===== config.mk =====
export PLATFORM = sky130hd
export DESIGN_NAME = bwlp_coef_regs
export DESIGN_NICKNAME = d
export VERILOG_FILES = /design/src/rtl/bwlp_pkg.sv /design/src/rtl/bwlp_coef_regs.sv
export SDC_FILE = /design/constraint.sdc
export NUM_CORES = 1
export LEC_CHECK = 0
export BUFFER_PORTS_ARGS = -buffer_cell sky130_fd_sc_hd__buf_2
export CAP_MARGIN = 25
export CELL_PAD_IN_SITES_DETAIL_PLACEMENT = 1
export CELL_PAD_IN_SITES_GLOBAL_PLACEMENT = 1
export CORE_MARGIN = 1
export CORE_UTILIZATION = 34
export CTS_CLUSTER_DIAMETER = 100
export CTS_CLUSTER_SIZE = 24
export DETAILED_ROUTE_END_ITERATION = 10
export PLACE_DENSITY_LB_ADDON = 0.3
export SETUP_SLACK_MARGIN = 0.02
export SYNTH_ARGS = -nofsm -noshare
export SYNTH_HDL_FRONTEND = slang
export SYNTH_SLANG_ARGS = --single-unit

===== constraint.sdc =====
create_clock -name i_clk -period 0.8 [get_ports i_clk]
set_input_delay 0.08 -clock i_clk [delete_from_list [all_inputs] [get_ports i_clk]]
set_output_delay 0.08 -clock i_clk [all_outputs]
set_load 0.02 [all_outputs]

===== src/rtl/bwlp_pkg.sv =====
`timescale 1ns / 1ps

package bwlp_pkg;

    localparam int SAMPLE_BITS         = 16;
    localparam int COEF_BITS           = 20;
    localparam int COEF_FRAC_BITS_DEF  = 16;
    localparam int CFG_IDX_BITS        = 3;

    // products are COEF_BITS + SAMPLE_BITS wide; five of them plus a rounding half
    localparam int ACC_BITS = SAMPLE_BITS + COEF_BITS + 3;

    localparam logic signed [SAMPLE_BITS-1:0] SAMPLE_MAX = {1'b0, {(SAMPLE_BITS-1){1'b1}}};
    localparam logic signed [SAMPLE_BITS-1:0] SAMPLE_MIN = {1'b1, {(SAMPLE_BITS-1){1'b0}}};

    // configuration register indexes
    localparam logic [CFG_IDX_BITS-1:0] REG_B0 = 3'd0;
    localparam logic [CFG_IDX_BITS-1:0] REG_B1 = 3'd1;
    localparam logic [CFG_IDX_BITS-1:0] REG_B2 = 3'd2;
    localparam logic [CFG_IDX_BITS-1:0] REG_A1 = 3'd3;
    localparam logic [CFG_IDX_BITS-1:0] REG_A2 = 3'd4;

    // coefficient reset values, Q3.16
    localparam logic signed [COEF_BITS-1:0] B0_RESET = 20'sd65536;
    localparam logic signed [COEF_BITS-1:0] COEF_ZERO = '0;

    // warm-up counter codes
    localparam logic [1:0] WARM_DONE = 2'd0;
    localparam logic [1:0] WARM_ONE  = 2'd1;
    localparam logic [1:0] WARM_TWO  = 2'd2;

    typedef struct packed {
        logic signed [SAMPLE_BITS-1:0] sample_in;
        logic                          restart;
    } t_in_beat;

    typedef struct packed {
        logic signed [SAMPLE_BITS-1:0] sample_out;
        logic                          saturated;
    } t_out_beat;

    typedef struct packed {
        logic signed [COEF_BITS-1:0] b0;
        logic signed [COEF_BITS-1:0] b1;
        logic signed [COEF_BITS-1:0] b2;
        logic signed [COEF_BITS-1:0] a1;
        logic signed [COEF_BITS-1:0] a2;
    } t_coefs;

endpackage


===== src/rtl/bwlp_coef_regs.sv =====
`timescale 1ns / 1ps

module bwlp_coef_regs
    import bwlp_pkg::*;
#(
    parameter int COEF_FRAC_BITS = COEF_FRAC_BITS_DEF
) (
    input  logic                      i_clk,
    input  logic                      i_rst_n,
    input  logic                      i_wr,
    input  logic [CFG_IDX_BITS-1:0]   i_idx,
    input  logic [COEF_BITS-1:0]      i_data,
    output t_coefs                    o_coefs
);

    // unity gain at the chosen fraction width
    localparam logic signed [COEF_BITS-1:0] COEF_ONE = COEF_BITS'(64'd1 << COEF_FRAC_BITS);

    t_coefs r_coefs;

    always_ff @(posedge i_clk) begin
        if (!i_rst_n) begin
            r_coefs.b0 <= COEF_ONE;
            r_coefs.b1 <= COEF_ZERO;
            r_coefs.b2 <= COEF_ZERO;
            r_coefs.a1 <= COEF_ZERO;
            r_coefs.a2 <= COEF_ZERO;
        end else if (i_wr) begin
            unique case (i_idx)
                REG_B0:  r_coefs.b0 <= i_data;
                REG_B1:  r_coefs.b1 <= i_data;
                REG_B2:  r_coefs.b2 <= i_data;
                REG_A1:  r_coefs.a1 <= i_data;
                REG_A2:  r_coefs.a2 <= i_data;
                default: ; // unmapped index, write dropped
            endcase
        end
    end

    assign o_coefs = r_coefs;

endmodule


==> results.ini <==
[outcome]
run_status = finished, violations left
failing_checks = negative setup slack

[yosys]
ys_async_rst_share_pct = 0
synthesis.nets = 375
netlist_instances = 349
netlist_top_cells_count = sky130_fd_sc_hd__nand2_1 (119), sky130_fd_sc_hd__dfxtp_1 (100), sky130_fd_sc_hd__mux2i_1 (100)
yosys.cell_count.top_type = sky130_fd_sc_hd__nand2_1
synth_enable_flop_cells = 0
synth_seq_cells = 100
netlist-cell-type-count = 12
synth.top_cell.area_share_pct = 54.4
synth-seq-area-share_pct = 54.4
syn_area_per_cell_um2 = 10.5
cell_type_with_the_largest_total_area_after_synthesis = sky130_fd_sc_hd__dfxtp_1
synthesis.yosys.warnings = 0
netlist_top_cells_area = sky130_fd_sc_hd__dfxtp_1 (54%), sky130_fd_sc_hd__mux2i_1 (27%), sky130_fd_sc_hd__nand2_1 (12%), sky130_fd_sc_hd__buf_2 (1.2%), sky130_fd_sc_hd__buf_4 (1.2%)
mappedNetlistArea_um2 = 3680
ys_dominant_reg_cell = sky130_fd_sc_hd__dfxtp_1

[timing]
timing.final.max_slew_violations = 0
worst_pin_slew_ns = 0.260
layout_setup_ws_ns = -0.128
layout_worst_path_cycle_share_pct = 116
timing.final.hold_violations = 0
fmax_mhz = 1080
skew_ns = 0
unrepaired_setup_endpoints_after_global_routing = true
worst_slew_margin_rel_pct = 82.6
fin_crit_ns = 0.928
setup_viol_count_final = 100

[global_route]
grt_overflow = 0
grt.total_usage_pct = 19.4
first_global_vias = 3214
grt_pass1_wl_mm = 16.8
maximum_number_of_pins_on_one_net_before_global_route_repair = 23
grt_antenna_before_repair = 0

[power_and_ir_drop]
p_per_area_nw_per_um2 = 1620
overall_power_mw = 9.39
worst_ir_drop_vdd_mv = 0.704
p_leak_nw = 2.79

[worst_setup_path]
arrival_ns = 0.85
crit_fanout = 2
worstRegToRegCells = 4
worstPathBufferInverterCount = 1
crit-reg2reg-capture = o_coefs[95]$_SDFFE_PN0P_
critPathMaxStageDelay_ns = 0.37
worstPathCellList = buf_6
timing.critical_path.max_delay_family = flip-flops
worstSetupEndpointType = primary output
timing.reg2reg.setup_slack_ns = 0
cp_slowest_cell = sky130_fd_sc_hd__dfxtp_2
worstReg2RegStart = o_coefs[95]$_SDFFE_PN0P_
crit_path_start_kind = register
crit_type = register to primary output
worst_ep_required_time_ns = 0.72

[final_layout]
final_nets = 541
area.growth.synth_to_final_pct = 57.7
stdcell_count = 656
final_layout_size_suffix_gt1_share_pct = 57.9
final_core_util_pct = 55.7
number_of_antenna_diodes = 0
flip_flop_count_of_the_largest_register_all_copies_and_words_added = 100

[clock_tree]
cts.reportedPaths.clkPinSlew_ns = 0.10
root_buffer = sky130_fd_sc_hd__clkbuf_8
cts_tree = done
cts_buffers = 9
cts_hold_buf = 0
cts.sinks = 100
worst_skew_pair.late_latency_ns = 0.36
clock_tree.buffer_depth = 2
h-tree-depth = 3

[route]
wirelength_mm = 11.2
detail-route-antenna-nets = 0
drc = 0
drt-wirelength-per-cell_um = 17.0
dr.pass1.iters = 4
vias_per_cell = 4.70
drt-initial-drc-count = 46
routed-via-count = 3083

[placed_design]
dp_cells = 609
place.port_buffers = 125
pre_cts_ws_ns = -0.316
place.gp.congestion = 0.737
place.detailed.hpwl_mm = 7.38

[die]
design.die.area_um2 = 11200
floorplan.die.height_um = 106
core_area_um2 = 10400
core.rowCount = 37
start_util_pct = 35.3
die_width_um = 106
top_level_ports = 126

[min_path]
hp-start = i_data[16]
min_delay_path_depth = 3
hold_path_class = input pin to register
hold_path_end = o_coefs[96]$_SDFFE_PN1P_

[run]
drv.max_cap_violation_count = 0

## final cells by class
class / count / area, um2
sequential: 100 / 2130
fill: 1110 / 4610
timing repair buffer: 178 / 1760
tap: 136 / 170
multi-input combinational: 226 / 1550
clock buffer: 10 / 138
clock inverter: 6 / 57.6
## report_power, final
group	internal, mW	switching, mW
Combinational	0.507	0.556
Clock	1.27	1.87
Sequential	5.10	0.0843
## repair_timing
action	CTS	global route
gates resized for setup	300	10
setup buffers	15	16
endpoints found under the setup margin	100	100
## through the flow
stage          setup TNS, ns  hold slack (ns)  cell area, um2
3_5_place_dp          -21.50            0.388            4590
3_3_place_gp          -18.17            0.359            4590
5_1_grt               -13.96           0.0389            5800
4_1_cts               -12.14          0.00408            5650
2_1_floorplan         -0.359            0.246            3680
6_report              -10.28           0.0203            5800
## worst reg2reg max path: cells and delay by family (launching register included)
kind | cells | cell delay [ns]
buffers and inverters | 2 | 0.25
DFF | 1 | 0.34
muxes | 1 | 0.05
and+or+nand+nor | 1 | 0.04
## layer usage
layer	vias up	routed length, um	global-route usage, %
met4	0	112	5.85
met3	6	370	3.37
met5	-	0	0
met1	1520	4890	23.3
met2	76	5810	35.2
li1	1481	-	-
## logic make-up after synthesis
family,count (synthesis),share of synthesized area (%)
buffers and inverters,23,4.08
flip-flops,100,54.4
multiplexers,100,27.2
AND/OR/NAND/NOR,126,14.3
## worst max path at each step
stage	start	to	slack, ns	cells after the start
after floorplan	i_idx[0]	o_coefs[80]$_SDFFE_PN0P_	-0.02	3
after global placement	i_idx[0]	o_coefs[95]$_SDFFE_PN0P_	-0.23	4
after detailed placement	i_idx[0]	o_coefs[89]$_SDFFE_PN0P_	-0.32	4
after CTS	o_coefs[81]$_SDFFE_PN0P_	o_coefs[81]	-0.14	1
after global routing	o_coefs[81]$_SDFFE_PN0P_	o_coefs[81]	-0.16	1
final	o_coefs[30]$_SDFFE_PN0P_	o_coefs[30]	-0.13	1
## placed cells by master (no fill, tap or decap)
cell                         instances
sky130_fd_sc_hd__buf_12              7
sky130_fd_sc_hd__clkinv_4            1
sky130_fd_sc_hd__and4bb_1            1
sky130_fd_sc_hd__clkinvlp_4          2
sky130_fd_sc_hd__nand2_2             4
sky130_fd_sc_hd__nor4b_4             1
sky130_fd_sc_hd__buf_2              24
sky130_fd_sc_hd__nand4bb_2           2
sky130_fd_sc_hd__buf_4              41
sky130_fd_sc_hd__nand2_1           115
sky130_fd_sc_hd__clkbuf_8           10
sky130_fd_sc_hd__dfxtp_2           100
sky130_fd_sc_hd__nand4b_1            1
sky130_fd_sc_hd__buf_6             106
sky130_fd_sc_hd__mux2i_1           100
sky130_fd_sc_hd__clkinv_8            1
sky130_fd_sc_hd__inv_6               2
sky130_fd_sc_hd__nor2b_1             2
No activity file was read; power rests on OpenSTA's default activity.
